$ cat config.mk
export PLATFORM = sky130hd
export DESIGN_NAME = packed_pattern_decoder
export DESIGN_NICKNAME = d
export VERILOG_FILES = /design/src/sv/pkd_pkg.sv /design/src/sv/packed_pattern_decoder.sv /design/src/sv/pkd_parser.sv
export SDC_FILE = /design/constraint.sdc
export NUM_CORES = 1
export LEC_CHECK = 0
export BUFFER_PORTS_ARGS = -buffer_cell sky130_fd_sc_hd__buf_4
export CORE_AREA = 4 4 186 188
export CTS_BUF_LIST = sky130_fd_sc_hd__clkbuf_16
export DETAILED_ROUTE_END_ITERATION = 10
export DIE_AREA = 0 0 190 192
export GPL_TIMING_DRIVEN = 0
export SLEW_MARGIN = 20
export SYNTH_ARGS = -nofsm -noshare
export SYNTH_HDL_FRONTEND = slang
export SYNTH_SLANG_ARGS = --single-unit
$ cat constraint.sdc
create_clock -name clk -period 4.7 [get_ports clk]
set_input_delay 0.235 -clock clk [delete_from_list [all_inputs] [get_ports clk]]
set_output_delay 0.235 -clock clk [all_outputs]
set_load 0.02 [all_outputs]
$ cat src/sv/pkd_pkg.sv
// pkd_pkg: shared types, codes and helpers for the packed pattern decoder
// used by pkd_parser and packed_pattern_decoder; no dependencies
`timescale 1ns / 1ps

package pkd_pkg;

  // parse phases, one-hot
  typedef enum logic [8:0] {
    PH_IDLE   = 9'b000000001,
    PH_LEN_HI = 9'b000000010,
    PH_FLAG   = 9'b000000100,
    PH_NOTE   = 9'b000001000,
    PH_INSTR  = 9'b000010000,
    PH_VOL    = 9'b000100000,
    PH_FXCODE = 9'b001000000,
    PH_FXVAL  = 9'b010000000,
    PH_DONE   = 9'b100000000
  } pkd_phase_t;

  // note kinds
  localparam logic [1:0] NOTE_ABSENT = 2'd0;
  localparam logic [1:0] NOTE_PITCH  = 2'd1;
  localparam logic [1:0] NOTE_EMPTY  = 2'd2;
  localparam logic [1:0] NOTE_CUT    = 2'd3;

  // event kinds
  localparam logic KIND_NOTE    = 1'b0;
  localparam logic KIND_END     = 1'b1;

  // special note bytes and flag bits
  localparam logic [7:0] NOTE_BYTE_EMPTY = 8'd255;
  localparam logic [7:0] NOTE_BYTE_CUT   = 8'd254;
  localparam logic [7:0] VOLUME_MAX      = 8'd64;
  localparam int FLAG_NOTE_BIT = 5;
  localparam int FLAG_VOL_BIT  = 6;
  localparam int FLAG_FX_BIT   = 7;

  typedef struct packed {
    logic       event_kind;
    logic [4:0] channel;
    logic [5:0] row;
    logic [1:0] note_kind;
    logic [7:0] note_pitch;
    logic [7:0] instrument;
    logic       volume_present;
    logic [6:0] volume;
    logic       effect_present;
    logic [7:0] effect_code;
    logic [7:0] effect_value;
    logic       pattern_end;
  } pkd_result_t;

  // octave * 12 + semitone, octave in the high nibble
  function automatic logic [7:0] pkd_pitch(input logic [7:0] b);
    logic [7:0] oct;
    oct = {4'd0, b[7:4]};
    return (oct << 3) + (oct << 2) + {4'd0, b[3:0]};
  endfunction

endpackage

$ cat src/sv/packed_pattern_decoder.sv
// packed_pattern_decoder: top level, input register, parser and result register
// depends on pkd_pkg and pkd_parser
`timescale 1ns / 1ps

// channel   direction  handshake           payload
// in_       input      in_valid/in_stall   in_data_byte, in_start_of_pattern
// out_      output     out_valid/out_stall event fields, one transaction per result
//
// one byte per cycle sustained while out_stall is low; a byte's result passes from
// the input register through the parser logic into the result register
// synchronous active-low reset returns the parser to idle awaiting a start mark
// a stalled result holds the output register; the input register still takes one
// transaction, then in_stall rises until the result is taken
// bytes that complete no event produce no output transaction

module packed_pattern_decoder
  import pkd_pkg::*;
#(
  parameter int ROWS = 64
) (
  input  logic       clk,
  input  logic       rst_n,
  input  logic       in_valid,
  output logic       in_stall,
  input  logic [7:0] in_data_byte,
  input  logic       in_start_of_pattern,
  output logic       out_valid,
  input  logic       out_stall,
  output logic       out_event_kind,
  output logic [4:0] out_channel,
  output logic [5:0] out_row,
  output logic [1:0] out_note_kind,
  output logic [7:0] out_note_pitch,
  output logic [7:0] out_instrument,
  output logic       out_volume_present,
  output logic [6:0] out_volume,
  output logic       out_effect_present,
  output logic [7:0] out_effect_code,
  output logic [7:0] out_effect_value,
  output logic       out_pattern_end
);

  // input register
  logic        s1_valid_r;
  logic [7:0]  s1_byte_r;
  logic        s1_start_r;

  // result register
  logic        out_valid_r;
  pkd_result_t out_res_r;

  // parser outputs
  logic        p_valid;
  pkd_result_t p_res;

  logic        out_free;
  logic        s1_fire;

  // the result register can take a new value when empty or being drained
  assign out_free = !out_valid_r || !out_stall;
  // the held byte moves through the parser only when its result has a place
  assign s1_fire  = s1_valid_r && out_free;
  assign in_stall = s1_valid_r && !out_free;

  always_ff @(posedge clk) begin
    if (!rst_n) begin
      s1_valid_r <= 1'b0;
    end else if (!in_stall) begin
      s1_valid_r <= in_valid;
    end
  end

  always_ff @(posedge clk) begin
    if (!in_stall) begin
      s1_byte_r  <= in_data_byte;
      s1_start_r <= in_start_of_pattern;
    end
  end

  pkd_parser #(
    .ROWS(ROWS)
  ) u_parser (
    .clk       (clk),
    .rst_n     (rst_n),
    .item_valid(s1_fire),
    .item_start(s1_start_r),
    .item_byte (s1_byte_r),
    .res_valid (p_valid),
    .res       (p_res)
  );

  always_ff @(posedge clk) begin
    if (!rst_n) begin
      out_valid_r <= 1'b0;
    end else if (out_free) begin
      out_valid_r <= s1_fire && p_valid;
    end
  end

  // payload only loads on a new result so a stalled transaction holds
  always_ff @(posedge clk) begin
    if (out_free && s1_fire && p_valid) begin
      out_res_r <= p_res;
    end
  end

  assign out_valid          = out_valid_r;
  assign out_event_kind     = out_res_r.event_kind;
  assign out_channel        = out_res_r.channel;
  assign out_row            = out_res_r.row;
  assign out_note_kind      = out_res_r.note_kind;
  assign out_note_pitch     = out_res_r.note_pitch;
  assign out_instrument     = out_res_r.instrument;
  assign out_volume_present = out_res_r.volume_present;
  assign out_volume         = out_res_r.volume;
  assign out_effect_present = out_res_r.effect_present;
  assign out_effect_code    = out_res_r.effect_code;
  assign out_effect_value   = out_res_r.effect_value;
  assign out_pattern_end    = out_res_r.pattern_end;

endmodule

$ cat src/sv/pkd_parser.sv
// pkd_parser: parse state and next-state logic for one byte per cycle
// depends on pkd_pkg
`timescale 1ns / 1ps

module pkd_parser
  import pkd_pkg::*;
#(
  parameter int ROWS = 64
) (
  input  logic        clk,
  input  logic        rst_n,
  input  logic        item_valid,
  input  logic        item_start,
  input  logic [7:0]  item_byte,
  output logic        res_valid,
  output pkd_result_t res
);

  localparam int ROW_W = $clog2(ROWS + 1);
  localparam int ROW_X = (ROW_W > 6) ? ROW_W : 6;

  pkd_phase_t       phase_r, phase_nxt;
  logic [15:0]      len_r, len_nxt;
  logic [16:0]      br_r, br_nxt;
  logic [ROW_W-1:0] row_r, row_nxt;
  logic [7:0]       flag_r, flag_nxt;
  logic [1:0]       nkind_r, nkind_nxt;
  logic [7:0]       pitch_r, pitch_nxt;
  logic [7:0]       instr_r, instr_nxt;
  logic [6:0]       vol_r, vol_nxt;
  logic [7:0]       fxc_r, fxc_nxt;

  logic [16:0]      br_p1, br_p2, len_x;
  logic [ROW_W-1:0] row_p1;
  logic             keep_b1, keep_b2, keep_row;
  logic             ev_fire, ev_keep;
  logic [7:0]       ev_fx;
  logic [ROW_X-1:0] row_ext;

  assign br_p1    = br_r + 17'd1;
  assign br_p2    = br_r + 17'd2;
  assign len_x    = {1'b0, len_r};
  assign row_p1   = row_r + ROW_W'(1);
  assign keep_b1  = (row_r < ROW_W'(ROWS)) && (br_p1 <= len_x);
  assign keep_b2  = (row_r < ROW_W'(ROWS)) && (br_p2 <= len_x);
  assign keep_row = (row_p1 < ROW_W'(ROWS)) && (br_p1 <= len_x);
  assign row_ext  = ROW_X'(row_r);

  always_comb begin
    phase_nxt = phase_r;
    len_nxt   = len_r;
    br_nxt    = br_r;
    row_nxt   = row_r;
    flag_nxt  = flag_r;
    nkind_nxt = nkind_r;
    pitch_nxt = pitch_r;
    instr_nxt = instr_r;
    vol_nxt   = vol_r;
    fxc_nxt   = fxc_r;
    ev_fire   = 1'b0;
    ev_keep   = 1'b0;
    ev_fx     = 8'd0;
    res_valid = 1'b0;
    res       = '0;

    if (item_valid) begin
      if (item_start) begin
        phase_nxt = PH_LEN_HI;
        len_nxt   = {8'd0, item_byte};
        br_nxt    = '0;
        row_nxt   = '0;
        flag_nxt  = '0;
      end else begin
        unique case (phase_r)
          PH_LEN_HI: begin
            len_nxt[15:8] = item_byte;
            br_nxt        = '0;
            row_nxt       = '0;
            phase_nxt     = PH_FLAG;
          end
          PH_FLAG: begin
            br_nxt   = br_p1;
            flag_nxt = item_byte;
            if (item_byte == 8'd0) begin
              row_nxt = row_p1;
              if (!keep_row) begin
                // row limit or length reached on a row advance
                res_valid       = 1'b1;
                res.event_kind  = KIND_END;
                res.pattern_end = 1'b1;
                phase_nxt       = PH_DONE;
              end
            end else if (item_byte[FLAG_NOTE_BIT]) begin
              phase_nxt = PH_NOTE;
            end else if (item_byte[FLAG_VOL_BIT]) begin
              phase_nxt = PH_VOL;
            end else if (item_byte[FLAG_FX_BIT]) begin
              phase_nxt = PH_FXCODE;
            end else begin
              ev_fire = 1'b1;
              ev_keep = keep_b1;
            end
          end
          PH_NOTE: begin
            if (item_byte == NOTE_BYTE_EMPTY) begin
              nkind_nxt = NOTE_EMPTY;
              pitch_nxt = 8'd0;
            end else if (item_byte == NOTE_BYTE_CUT) begin
              nkind_nxt = NOTE_CUT;
              pitch_nxt = 8'd0;
            end else begin
              nkind_nxt = NOTE_PITCH;
              pitch_nxt = pkd_pitch(item_byte);
            end
            phase_nxt = PH_INSTR;
          end
          PH_INSTR: begin
            instr_nxt = item_byte - 8'd1;
            br_nxt    = br_p2;
            if (flag_r[FLAG_VOL_BIT]) begin
              phase_nxt = PH_VOL;
            end else if (flag_r[FLAG_FX_BIT]) begin
              phase_nxt = PH_FXCODE;
            end else begin
              ev_fire = 1'b1;
              ev_keep = keep_b2;
            end
          end
          PH_VOL: begin
            vol_nxt = (item_byte > VOLUME_MAX) ? VOLUME_MAX[6:0] : item_byte[6:0];
            br_nxt  = br_p1;
            if (flag_r[FLAG_FX_BIT]) begin
              phase_nxt = PH_FXCODE;
            end else begin
              ev_fire = 1'b1;
              ev_keep = keep_b1;
            end
          end
          PH_FXCODE: begin
            fxc_nxt   = item_byte - 8'd1;
            phase_nxt = PH_FXVAL;
          end
          PH_FXVAL: begin
            br_nxt  = br_p2;
            ev_fire = 1'b1;
            ev_keep = keep_b2;
            ev_fx   = item_byte;
          end
          PH_IDLE, PH_DONE: begin
          end
          default: begin
            phase_nxt = PH_IDLE;
          end
        endcase
      end
    end

    if (ev_fire) begin
      res_valid          = 1'b1;
      res.event_kind     = KIND_NOTE;
      res.channel        = flag_nxt[4:0];
      res.row            = row_ext[5:0];
      if (flag_nxt[FLAG_NOTE_BIT]) begin
        res.note_kind  = nkind_nxt;
        res.note_pitch = (nkind_nxt == NOTE_PITCH) ? pitch_nxt : 8'd0;
        res.instrument = instr_nxt;
      end
      if (flag_nxt[FLAG_VOL_BIT]) begin
        res.volume_present = 1'b1;
        res.volume         = vol_nxt;
      end
      if (flag_nxt[FLAG_FX_BIT]) begin
        res.effect_present = 1'b1;
        res.effect_code    = fxc_nxt;
        res.effect_value   = ev_fx;
      end
      res.pattern_end    = !ev_keep;
      phase_nxt          = ev_keep ? PH_FLAG : PH_DONE;
    end
  end

  always_ff @(posedge clk) begin
    if (!rst_n) begin
      phase_r <= PH_IDLE;
      len_r   <= '0;
      br_r    <= '0;
      row_r   <= '0;
      flag_r  <= '0;
    end else begin
      phase_r <= phase_nxt;
      len_r   <= len_nxt;
      br_r    <= br_nxt;
      row_r   <= row_nxt;
      flag_r  <= flag_nxt;
    end
  end

  // held event parts, always written before use
  always_ff @(posedge clk) begin
    nkind_r <= nkind_nxt;
    pitch_r <= pitch_nxt;
    instr_r <= instr_nxt;
    vol_r   <= vol_nxt;
    fxc_r   <= fxc_nxt;
  end

endmodule

==> results_tabular.tex, run 1 <==
\begin{tabular}{lr}
\hline
Metric & Value \\
\hline
\multicolumn{2}{l}{\textbf{Outcome}} \\
\quad Run status & completed \\
\multicolumn{2}{l}{\textbf{Global routing}} \\
\quad Largest net degree at the start of global routing & 57 \\
\quad Congestion Overflow GR & 0 \\
\quad Vias in the first global route & 6585 \\
\quad Antenna violations before repair & 0 \\
\quad Global-route usage over all layers & 12.5\% \\
\quad Wire length of the first global-routing pass & 35800 µm \\
\multicolumn{2}{l}{\textbf{Finish}} \\
\quad Sequential Area & 0.00379 mm² \\
\quad Core utilization of the finished layout & 30.0\% \\
\quad Area taken by multi-input logic gates & 0.00401 mm² \\
\quad Area growth from synthesis to layout & 22.1\% \\
\quad Inserted Diodes & 0 \\
\quad Design area & 0.00994 mm² \\
\quad Number of filler cells placed in the layout & 3440 \\
\quad Total number of nets in the final design & 1028 \\
\quad Layout cells sized above 1 & 15.6\% \\
\multicolumn{2}{l}{\textbf{Setup path}} \\
\quad Arrival time of the worst setup path & 4.46 ns \\
\quad Worst Path Max Fanout & 28 \\
\quad Cells traversed along the worst timing path & ha\_1 -> and3\_1 -> and3\_1 -> buf\_2 -> and4\_2 -> nand4\_1 -> xnor2\_1 -> ha\_1 -> nand4\_1 -> or4\_1 -> o32ai\_1 -> o2111a\_1 -> nand3b\_1 -> buf\_12 -> nand2\_8 \\
\quad CP endpoint kind & flop \\
\quad R2R Path End & out\_instrument[7] \\
\quad Worst flop-to-flop path startpoint & u\_parser.br\_r[2] \\
\quad CP Class & flop to flop \\
\quad Depth of the worst register-to-register path & 15 \\
\quad Critical path launch point type & flop \\
\quad Longest individual stage delay on the worst path & 0.52 ns \\
\quad Worst setup slack for register-to-register paths & 0.33 ns \\
\quad Required time of the critical path & 4.79 ns \\
\quad Top cell family by delay on the critical path & simple AND/OR/NAND/NOR gates \\
\quad Buf/Inv on CP & 2 \\
\quad Worst-path cell with the longest stage delay & sky130\_fd\_sc\_hd\_\_or4\_1 \\
\multicolumn{2}{l}{\textbf{Timing}} \\
\quad Fin worst setup slack & 0.331 ns \\
\quad Clock period minus final worst setup slack & 4.37 ns \\
\quad Number of setup violations in the final report & 0 \\
\quad Setup repair after global routing missed its margin & false \\
\quad Worst clock skew & 0.0103 ns \\
\quad Final hold violations & 0 \\
\quad Transition time at the pin with the least slew margin & 0.843 ns \\
\quad Period utilization & 92.9\% \\
\quad Final Max Tran Viols & 0 \\
\quad Max\_slew headroom & 43.8\% \\
\quad Maximum achievable frequency & 229 MHz \\
\multicolumn{2}{l}{\textbf{Detailed routing}} \\
\quad Total number of vias & 6641 \\
\quad DRC errors left & 0 \\
\quad Via density & 4.67 \\
\quad Drt first pass iters & 8 \\
\quad Routed wire length on met3 & 1170 µm \\
\quad Final antenna-violating net count & 0 \\
\quad Max Used Layer & met4 \\
\quad Wl on met1 & 9490 µm \\
\quad Number of design-rule violations left by the first detailed-router iteration & 433 \\
\quad Routed WL per cell & 16.0 µm \\
\quad Final WL & 22700 µm \\
\quad Met2 Routed Length & 11400 µm \\
\multicolumn{2}{l}{\textbf{Yosys}} \\
\quad Post-synth top area share & 24.0\% \\
\quad Top cell types by occurrence after synthesis & sky130\_fd\_sc\_hd\_\_nand2\_1 (98), sky130\_fd\_sc\_hd\_\_dfxtp\_1 (92), sky130\_fd\_sc\_hd\_\_nor2\_1 (73) \\
\quad Gate count of the mapped netlist & 862 \\
\quad Warnings, synthesis & 0 \\
\quad Post-synthesis sequential area ratio & 46.6\% \\
\quad Average size of a mapped cell & 9.45 µm² \\
\quad Post-synth ARST share & 0\% \\
\quad Number of nets in the synthesized netlist & 928 \\
\quad Dominant cells by area after synthesis & sky130\_fd\_sc\_hd\_\_edfxtp\_1 (24\%), sky130\_fd\_sc\_hd\_\_dfxtp\_1 (23\%), sky130\_fd\_sc\_hd\_\_ha\_1 (7.8\%), sky130\_fd\_sc\_hd\_\_nand2\_1 (4.5\%), sky130\_fd\_sc\_hd\_\_a21oi\_1 (3.4\%) \\
\quad Post-synthesis instance area & 0.00814 mm² \\
\quad EDFF count, synth & 65 \\
\quad Most used flip-flop cell after synthesis & sky130\_fd\_sc\_hd\_\_dfxtp\_1 \\
\quad Most instantiated library cell after synthesis & sky130\_fd\_sc\_hd\_\_nand2\_1 \\
\quad Post-synthesis register bit count & 157 \\
\quad Yosys cell types & 70 \\
\quad Library cell with the largest summed area after synthesis & sky130\_fd\_sc\_hd\_\_edfxtp\_1 \\
\multicolumn{2}{l}{\textbf{Floorplan}} \\
\quad Site Rows & 67 \\
\quad Starting density of the core & 24.6\% \\
\quad Die area & 0.0365 mm² \\
\quad Core outline area & 0.0331 mm² \\
\quad Die Y & 192 µm \\
\quad Floorplan die width & 190 µm \\
\quad Count of boundary I/O pins & 71 \\
\multicolumn{2}{l}{\textbf{Place}} \\
\quad Half-perimeter wire length after placement & 16300 µm \\
\quad Port bufs & 70 \\
\quad Worst slack, placed & -0.225 ns \\
\quad Post-place instance area & 0.00924 mm² \\
\quad Gpl congestion & 0.897 \\
\multicolumn{2}{l}{\textbf{Power and ir drop}} \\
\quad Power density cells & 293 mW/mm² \\
\quad Max VDD drop & 178 µV \\
\quad Leakage & 3.63 nW \\
\quad Overall power consumption & 0.00291 W \\
\multicolumn{2}{l}{\textbf{Hold path}} \\
\quad Worst Hold Launch & in\_valid \\
\quad Hold Crit Endpoint & s1\_valid\_r \\
\quad HP Class & input port to flop \\
\quad Hold depth & 2 \\
\multicolumn{2}{l}{\textbf{Clock tree}} \\
\quad CTS Buffer Depth & 2 \\
\quad Worst skew pair latency & 0.43 ns \\
\quad CTS tree & built \\
\quad Clock root buffer & sky130\_fd\_sc\_hd\_\_clkbuf\_16 \\
\quad H-tree levels & 4 \\
\quad Number of buffers inserted during clock tree synthesis & 17 \\
\quad Clock-pin slew on the worst setup and hold paths & 0.06 ns \\
\quad Sink Count & 157 \\
\multicolumn{2}{l}{\textbf{Run}} \\
\quad Number of max-cap violations & 0 \\
\hline
\end{tabular}
sequential cells by signal (all words and copies together) (netlist names), 2 cells and up:
name              flops
s1_byte_r             8
out_instrument        8
u_parser.instr_r      8
out_row               6
u_parser.pitch_r      8
out_note_kind         2
out_channel           5
out_effect_code       8
out_effect_value      8
u_parser.br_r        17
u_parser.fxc_r        8
out_volume            7
u_parser.len_r       16
u_parser.nkind_r      2
out_note_pitch        8
u_parser.row_ext      7
u_parser.phase_r      9
u_parser.vol_r        7
u_parser.flag_r       8
power by group:
| group | switching, W | internal [W] |
|---|---|---|
| combinational | 0.000103 | 0.0000602 |
| clock | 0.000596 | 0.000717 |
| sequential | 0.0000147 | 0.00142 |
| total | 0.000714 | 0.00220 |
kinds of logic (layout without fill, tap and decap cells):
| kind of cell | after synthesis | in the layout | share of synthesized area [%] |
|---|---|---|---|
| AO/OA/AOI/OAI | 184 | 184 | 14.6 |
| XOR/XNOR | 45 | 45 | 4.84 |
| adder cells (fa/ha/maj) | 53 | 53 | 8.33 |
| buffers and inverters | 89 | 201 | 4.59 |
| flip-flops | 157 | 157 | 46.6 |
| multiplexers | 2 | 2 | 0.261 |
| AND/OR/NAND/NOR | 332 | 333 | 20.8 |
metal layers:
metal	vias up	track usage, %
met2	192	22.3
li1	3264	-
met3	44	2.56
met5	-	0
met4	0	4.92
met1	3141	14.7
layout make-up:
class | count | share of cell area (%)
multi-input cells | 617 | 40.4
flip-flops and latches | 157 | 38.2
repair buffers | 81 | 6.47
well taps | 448 | 5.64
clock buffers | 18 | 4.53
plain buffers | 49 | 2.25
inverters | 39 | 1.47
clock inverters | 14 | 1.12
how the worst max path moves through the flow:
| stage | startpoint | end | slack, ns | cells past startpoint |
|---|---|---|---|---|
| final | u_parser.br_r[2] | out_instrument[7] | 0.33 | 15 |
| after global routing | u_parser.br_r[2] | out_instrument[5] | 0.07 | 15 |
| after CTS | u_parser.br_r[2] | out_channel[3] | 0.10 | 16 |
| after detailed placement | u_parser.br_r[2] | out_channel[3] | -0.22 | 15 |
| after global placement | u_parser.br_r[2] | out_channel[4] | -0.63 | 15 |
| after floorplan | u_parser.br_r[2] | out_channel[0] | 0.39 | 15 |
cell usage in the layout, fill, tap and decap left out, drive strengths merged, types with 4 or more instances in the layout:
cell type      n
a21oi         57
nor4           6
and2          25
or4            5
nor2          74
or2            4
a22o           9
clkbuf        44
dlygate4sd3    9
dfxtp         92
or3            4
inv           45
nor2b         14
o21ai         50
nand4b         4
clkinv         7
a31oi          6
edfxtp        65
nor3          18
nand4         18
buf           95
nand3         32
a22oi         19
a221oi         4
ha            51
xnor2         28
and3          15
a211oi         6
nand2        100
a21o           7
xor2          17
repair_timing:
action                                  4_1_cts  5_1_grt
gates resized for setup                       1        2
endpoints found under the setup margin       56       56
pin swaps                                     1        0
cloned                                        0        1
endpoints found under the hold margin         9        0
hold buffers                                  9        0
buffers inserted                              2        0
metrics by stage:
step	setup TNS, ns	cells	hold WS, ns
5_1_grt	0	1423	0.0417
2_1_floorplan	0	862	0.334
3_3_place_gp	-34.58	1380	0.415
6_report	0	1423	0.0295
3_5_place_dp	-12.01	1380	0.417
4_1_cts	0	1423	0.0154
No activity file was read; power rests on OpenSTA's default activity.
==> run 2, diff against run 1 <==
--- a/config.mk
+++ b/config.mk
@@ -5,7 +5,7 @@
 export SDC_FILE = /design/constraint.sdc
 export NUM_CORES = 1
 export LEC_CHECK = 0
-export BUFFER_PORTS_ARGS = -buffer_cell sky130_fd_sc_hd__buf_4
+export BUFFER_PORTS_ARGS = -buffer_cell sky130_fd_sc_hd__buf_2
 export CORE_AREA = 4 4 186 188
 export CTS_BUF_LIST = sky130_fd_sc_hd__clkbuf_16
 export DETAILED_ROUTE_END_ITERATION = 10
==> results_tabular.tex, run 2 (same netlist as run 1, synthesis figures left out) <==
\begin{tabular}{lr}
\hline
Metric & Value \\
\hline
\multicolumn{2}{l}{\textbf{Finish}} \\
\quad Register with the most flip-flops & u\_parser.br\_r (unchanged) \\
\quad Sequential Area & 0.00379 mm² (unchanged) \\
\quad Area taken by multi-input logic gates & 0.00401 mm² (about the same) \\
\quad Number of filler cells placed in the layout & 3457 (was 3440) \\
\quad Area growth from synthesis to layout & 19.7\% (was 22.1\%) \\
\quad Layout cells sized above 1 & 15.6\% (about the same) \\
\quad Most used cells in the layout excluding fill and tap cells & sky130\_fd\_sc\_hd\_\_nand2\_1 (97), sky130\_fd\_sc\_hd\_\_dfxtp\_1 (92), sky130\_fd\_sc\_hd\_\_buf\_2 (87) (was sky130\_fd\_sc\_hd\_\_nand2\_1 (97), sky130\_fd\_sc\_hd\_\_dfxtp\_1 (92), sky130\_fd\_sc\_hd\_\_nor2\_1 (73)) \\
\quad Final Non-Filler Cells & 1422 (was 1423) \\
\quad Biggest regs & u\_parser.br\_r: 17 flops, u\_parser.len\_r: 16 flops, u\_parser.phase\_r: 9 flops (unchanged) \\
\quad Number of flip-flops under the largest register name & 17 (unchanged) \\
\quad Design area & 0.00975 mm² (was 0.00994 mm²) \\
\quad Total number of nets in the final design & 1027 (was 1028) \\
\quad Most common cell after layout, fill and taps aside & sky130\_fd\_sc\_hd\_\_nand2\_1 (unchanged) \\
\quad Inserted Diodes & 0 (unchanged) \\
\multicolumn{2}{l}{\textbf{Setup path}} \\
\quad Top cell family by delay on the critical path & simple AND/OR/NAND/NOR gates (unchanged) \\
\quad Depth of the worst register-to-register path & 15 (unchanged) \\
\quad CP endpoint kind & flop (unchanged) \\
\quad Worst Path Max Fanout & 28 (unchanged) \\
\quad Number of gates on the worst path with buffers counted & 15 (unchanged) \\
\quad Worst setup slack for register-to-register paths & 0.34 ns (was 0.33 ns) \\
\quad Worst flop-to-flop path startpoint & u\_parser.br\_r[2] (unchanged) \\
\quad Longest individual stage delay on the worst path & 0.52 ns (about the same) \\
\quad Startpoint of the worst setup timing path & u\_parser.br\_r[2] (unchanged) \\
\quad CP Class & flop to flop (unchanged) \\
\quad Required time of the critical path & 4.78 ns (was 4.79 ns) \\
\quad Worst-path cell with the longest stage delay & sky130\_fd\_sc\_hd\_\_or4\_1 (unchanged) \\
\quad Buf/Inv on CP & 2 (unchanged) \\
\quad R2R Path End & out\_effect\_code[2] (was out\_instrument[7]) \\
\quad Arrival time of the worst setup path & 4.45 ns (was 4.46 ns) \\
\quad Worst setup path endpoint & out\_effect\_code[2] (was out\_instrument[7]) \\
\quad Cells traversed along the worst timing path & ha\_1 -> and3\_1 -> and3\_1 -> buf\_2 -> and4\_1 -> nand4\_1 -> xnor2\_1 -> ha\_1 -> nand4\_1 -> or4\_1 -> o32ai\_1 -> o2111a\_1 -> nand3b\_1 -> buf\_12 -> nand2\_8 (was ha\_1 -> and3\_1 -> and3\_1 -> buf\_2 -> and4\_2 -> nand4\_1 -> xnor2\_1 -> ha\_1 -> nand4\_1 -> or4\_1 -> o32ai\_1 -> o2111a\_1 -> nand3b\_1 -> buf\_12 -> nand2\_8) \\
\quad Critical path launch point type & flop (unchanged) \\
\multicolumn{2}{l}{\textbf{Global routing}} \\
\quad Antenna violations before repair & 0 (unchanged) \\
\quad Congestion Overflow GR & 0 (unchanged) \\
\quad Largest net degree at the start of global routing & 57 (unchanged) \\
\quad Wire length of the first global-routing pass & 34700 µm (was 35800 µm) \\
\quad GRT busiest layer & met2 (unchanged) \\
\quad M1 GR Usage & 14.5\% (was 14.7\%) \\
\quad Met3 routing resource usage after global routing & 2.67\% (was 2.56\%) \\
\quad Global-route usage over all layers & 12.1\% (was 12.5\%) \\
\quad Vias in the first global route & 6423 (was 6585) \\
\quad Met2 routing resource usage after global routing & 21.0\% (was 22.3\%) \\
\multicolumn{2}{l}{\textbf{Detailed routing}} \\
\quad DRC errors left & 0 (unchanged) \\
\quad Number of design-rule violations left by the first detailed-router iteration & 453 (was 433) \\
\quad Final antenna-violating net count & 0 (unchanged) \\
\quad Routed WL per cell & 15.8 µm (was 16.0 µm) \\
\quad Total number of vias & 6749 (was 6641) \\
\quad Drt first pass iters & 5 (was 8) \\
\quad Via density & 4.75 (was 4.67) \\
\quad Final WL & 22500 µm (was 22700 µm) \\
\multicolumn{2}{l}{\textbf{Power and ir drop}} \\
\quad Max VDD drop & 176 µV (was 178 µV) \\
\quad Combinational share of power & 5.5\% (was 5.6\%) \\
\quad Cell-internal power & 0.00217 W (was 0.00220 W) \\
\quad Sequential Power Share & 49.4\% (was 49.3\%) \\
\quad Leakage & 3.51 nW (was 3.63 nW) \\
\quad Net Switching & 0.000731 W (was 0.000714 W) \\
\quad Sw Ratio & 25.2\% (was 24.5\%) \\
\quad Proportion of power drawn by the clock network & 45.1\% (about the same) \\
\quad Power density cells & 298 mW/mm² (was 293 mW/mm²) \\
\multicolumn{2}{l}{\textbf{Place}} \\
\quad Port bufs & 70 (unchanged) \\
\quad Placed cell count & 1380 (unchanged) \\
\quad Worst slack, placed & -0.213 ns (was -0.225 ns) \\
\quad Gpl congestion & 0.898 (was 0.897) \\
\quad Half-perimeter wire length after placement & 16300 µm (about the same) \\
\quad Post-place instance area & 0.00906 mm² (was 0.00924 mm²) \\
\multicolumn{2}{l}{\textbf{Outcome}} \\
\quad Run status & completed (unchanged) \\
\multicolumn{2}{l}{\textbf{Timing}} \\
\quad Clock period minus final worst setup slack & 4.36 ns (was 4.37 ns) \\
\quad Final hold violations & 0 (unchanged) \\
\quad Worst clock skew & 0.0107 ns (was 0.0103 ns) \\
\quad Setup repair after global routing missed its margin & false (unchanged) \\
\quad Maximum achievable frequency & 229 MHz (about the same) \\
\quad Total negative slack for setup checks & 0 ns (unchanged) \\
\quad Max\_slew headroom & 44.1\% (was 43.8\%) \\
\quad Final Max Tran Viols & 0 (unchanged) \\
\quad Transition time at the pin with the least slew margin & 0.839 ns (was 0.843 ns) \\
\quad Period utilization & 92.8\% (was 92.9\%) \\
\quad Number of setup violations in the final report & 0 (unchanged) \\
\quad Fin worst setup slack & 0.337 ns (was 0.331 ns) \\
\multicolumn{2}{l}{\textbf{Hold path}} \\
\quad HP Class & input port to flop (unchanged) \\
\multicolumn{2}{l}{\textbf{Floorplan}} \\
\quad Die area & 0.0365 mm² (unchanged) \\
\quad Core outline area & 0.0331 mm² (unchanged) \\
\quad Starting density of the core & 24.6\% (unchanged) \\
\quad Die Y & 192 µm (unchanged) \\
\quad Floorplan die width & 190 µm (unchanged) \\
\quad Site Rows & 67 (unchanged) \\
\quad Count of boundary I/O pins & 71 (unchanged) \\
\multicolumn{2}{l}{\textbf{Clock tree}} \\
\quad Clock root buffer & sky130\_fd\_sc\_hd\_\_clkbuf\_16 (unchanged) \\
\quad Clock-pin slew on the worst setup and hold paths & 0.07 ns (was 0.06 ns) \\
\quad Number of buffers inserted during clock tree synthesis & 17 (unchanged) \\
\quad Sink Count & 157 (unchanged) \\
\quad Worst skew pair latency & 0.43 ns (about the same) \\
\quad H-tree levels & 4 (unchanged) \\
\quad CTS tree & built (unchanged) \\
\quad CTS Buffer Depth & 2 (unchanged) \\
\multicolumn{2}{l}{\textbf{Run}} \\
\quad Number of max-cap violations & 0 (unchanged) \\
\hline
\end{tabular}
[run 2: routing by layer]
layer | vias to the layer above | routed length (µm)
li1 | 3277 | -
met1 | 3236 | 9520
met2 | 189 | 11000
met3 | 47 | 1270
met4 | 0 | 661
met5 | - | 0
[run 2: what timing repair did]
action / 4_1_cts / 5_1_grt
setup endpoints to repair: 56 / 56
hold buffers: 8 / 0
pin swaps: 1 / 0
buffers inserted: 2 / 0
gates cloned: 0 / 1
resized for setup: 1 / 1
endpoints found under the hold margin: 8 / 0
[run 2: area by class of cell]
type / instances / area share (%)
flip-flops and latches: 157 / 38.9
well taps: 448 / 5.75
clock buffers: 17 / 4.37
multi-input cells: 617 / 41.2
repair buffers: 80 / 4.70
plain buffers: 49 / 2.30
clock inverters: 15 / 1.30
inverters: 39 / 1.50
[run 2: worst min path at each step]
stage / start / to / cells after the start
after detailed placement: in_data_byte[2] / s1_byte_r[2] / 1
final: in_data_byte[0] / s1_byte_r[0] / 1
after floorplan: in_data_byte[0] / s1_byte_r[0] / 0
after global placement: in_data_byte[7] / s1_byte_r[7] / 1
after CTS: in_data_byte[0] / s1_byte_r[0] / 1
after global routing: in_data_byte[0] / s1_byte_r[0] / 1
[run 2: per-stage QoR]
stage / power (W) / utilization, % / hold WS, ns
2_1_floorplan: 0.00156 / - / 0.334
3_3_place_gp: 0.00161 / 27.3 / 0.415
3_5_place_dp: 0.00162 / 27.4 / 0.413
4_1_cts: 0.00293 / 29.4 / 0.000800
5_1_grt: 0.00300 / 29.4 / 0.00333
6_report: 0.00290 / 29.4 / 0.0166
[run 2: power by group through the flow]
stage               clock, W  combinational (W)  sequential, W
floorplan                  0           0.000101        0.00146
global placement           0           0.000153        0.00146
detailed placement         0           0.000155        0.00146
CTS                  0.00134           0.000161        0.00143
global route         0.00139           0.000177        0.00143
finish               0.00131           0.000161        0.00143
[run 2: worst reg2reg max path, cell delays in order (launching register included)]
cell                       delay [ns]
sky130_fd_sc_hd__dfxtp_1         0.44
sky130_fd_sc_hd__ha_1            0.31
sky130_fd_sc_hd__and3_1          0.27
sky130_fd_sc_hd__and3_1          0.17
sky130_fd_sc_hd__buf_2           0.18
sky130_fd_sc_hd__and4_1          0.36
sky130_fd_sc_hd__nand4_1         0.15
sky130_fd_sc_hd__xnor2_1         0.18
sky130_fd_sc_hd__ha_1            0.31
sky130_fd_sc_hd__nand4_1         0.15
sky130_fd_sc_hd__or4_1           0.52
sky130_fd_sc_hd__o32ai_1         0.20
sky130_fd_sc_hd__o2111a_1        0.29
sky130_fd_sc_hd__nand3b_1        0.16
sky130_fd_sc_hd__buf_12          0.15
sky130_fd_sc_hd__nand2_8         0.16
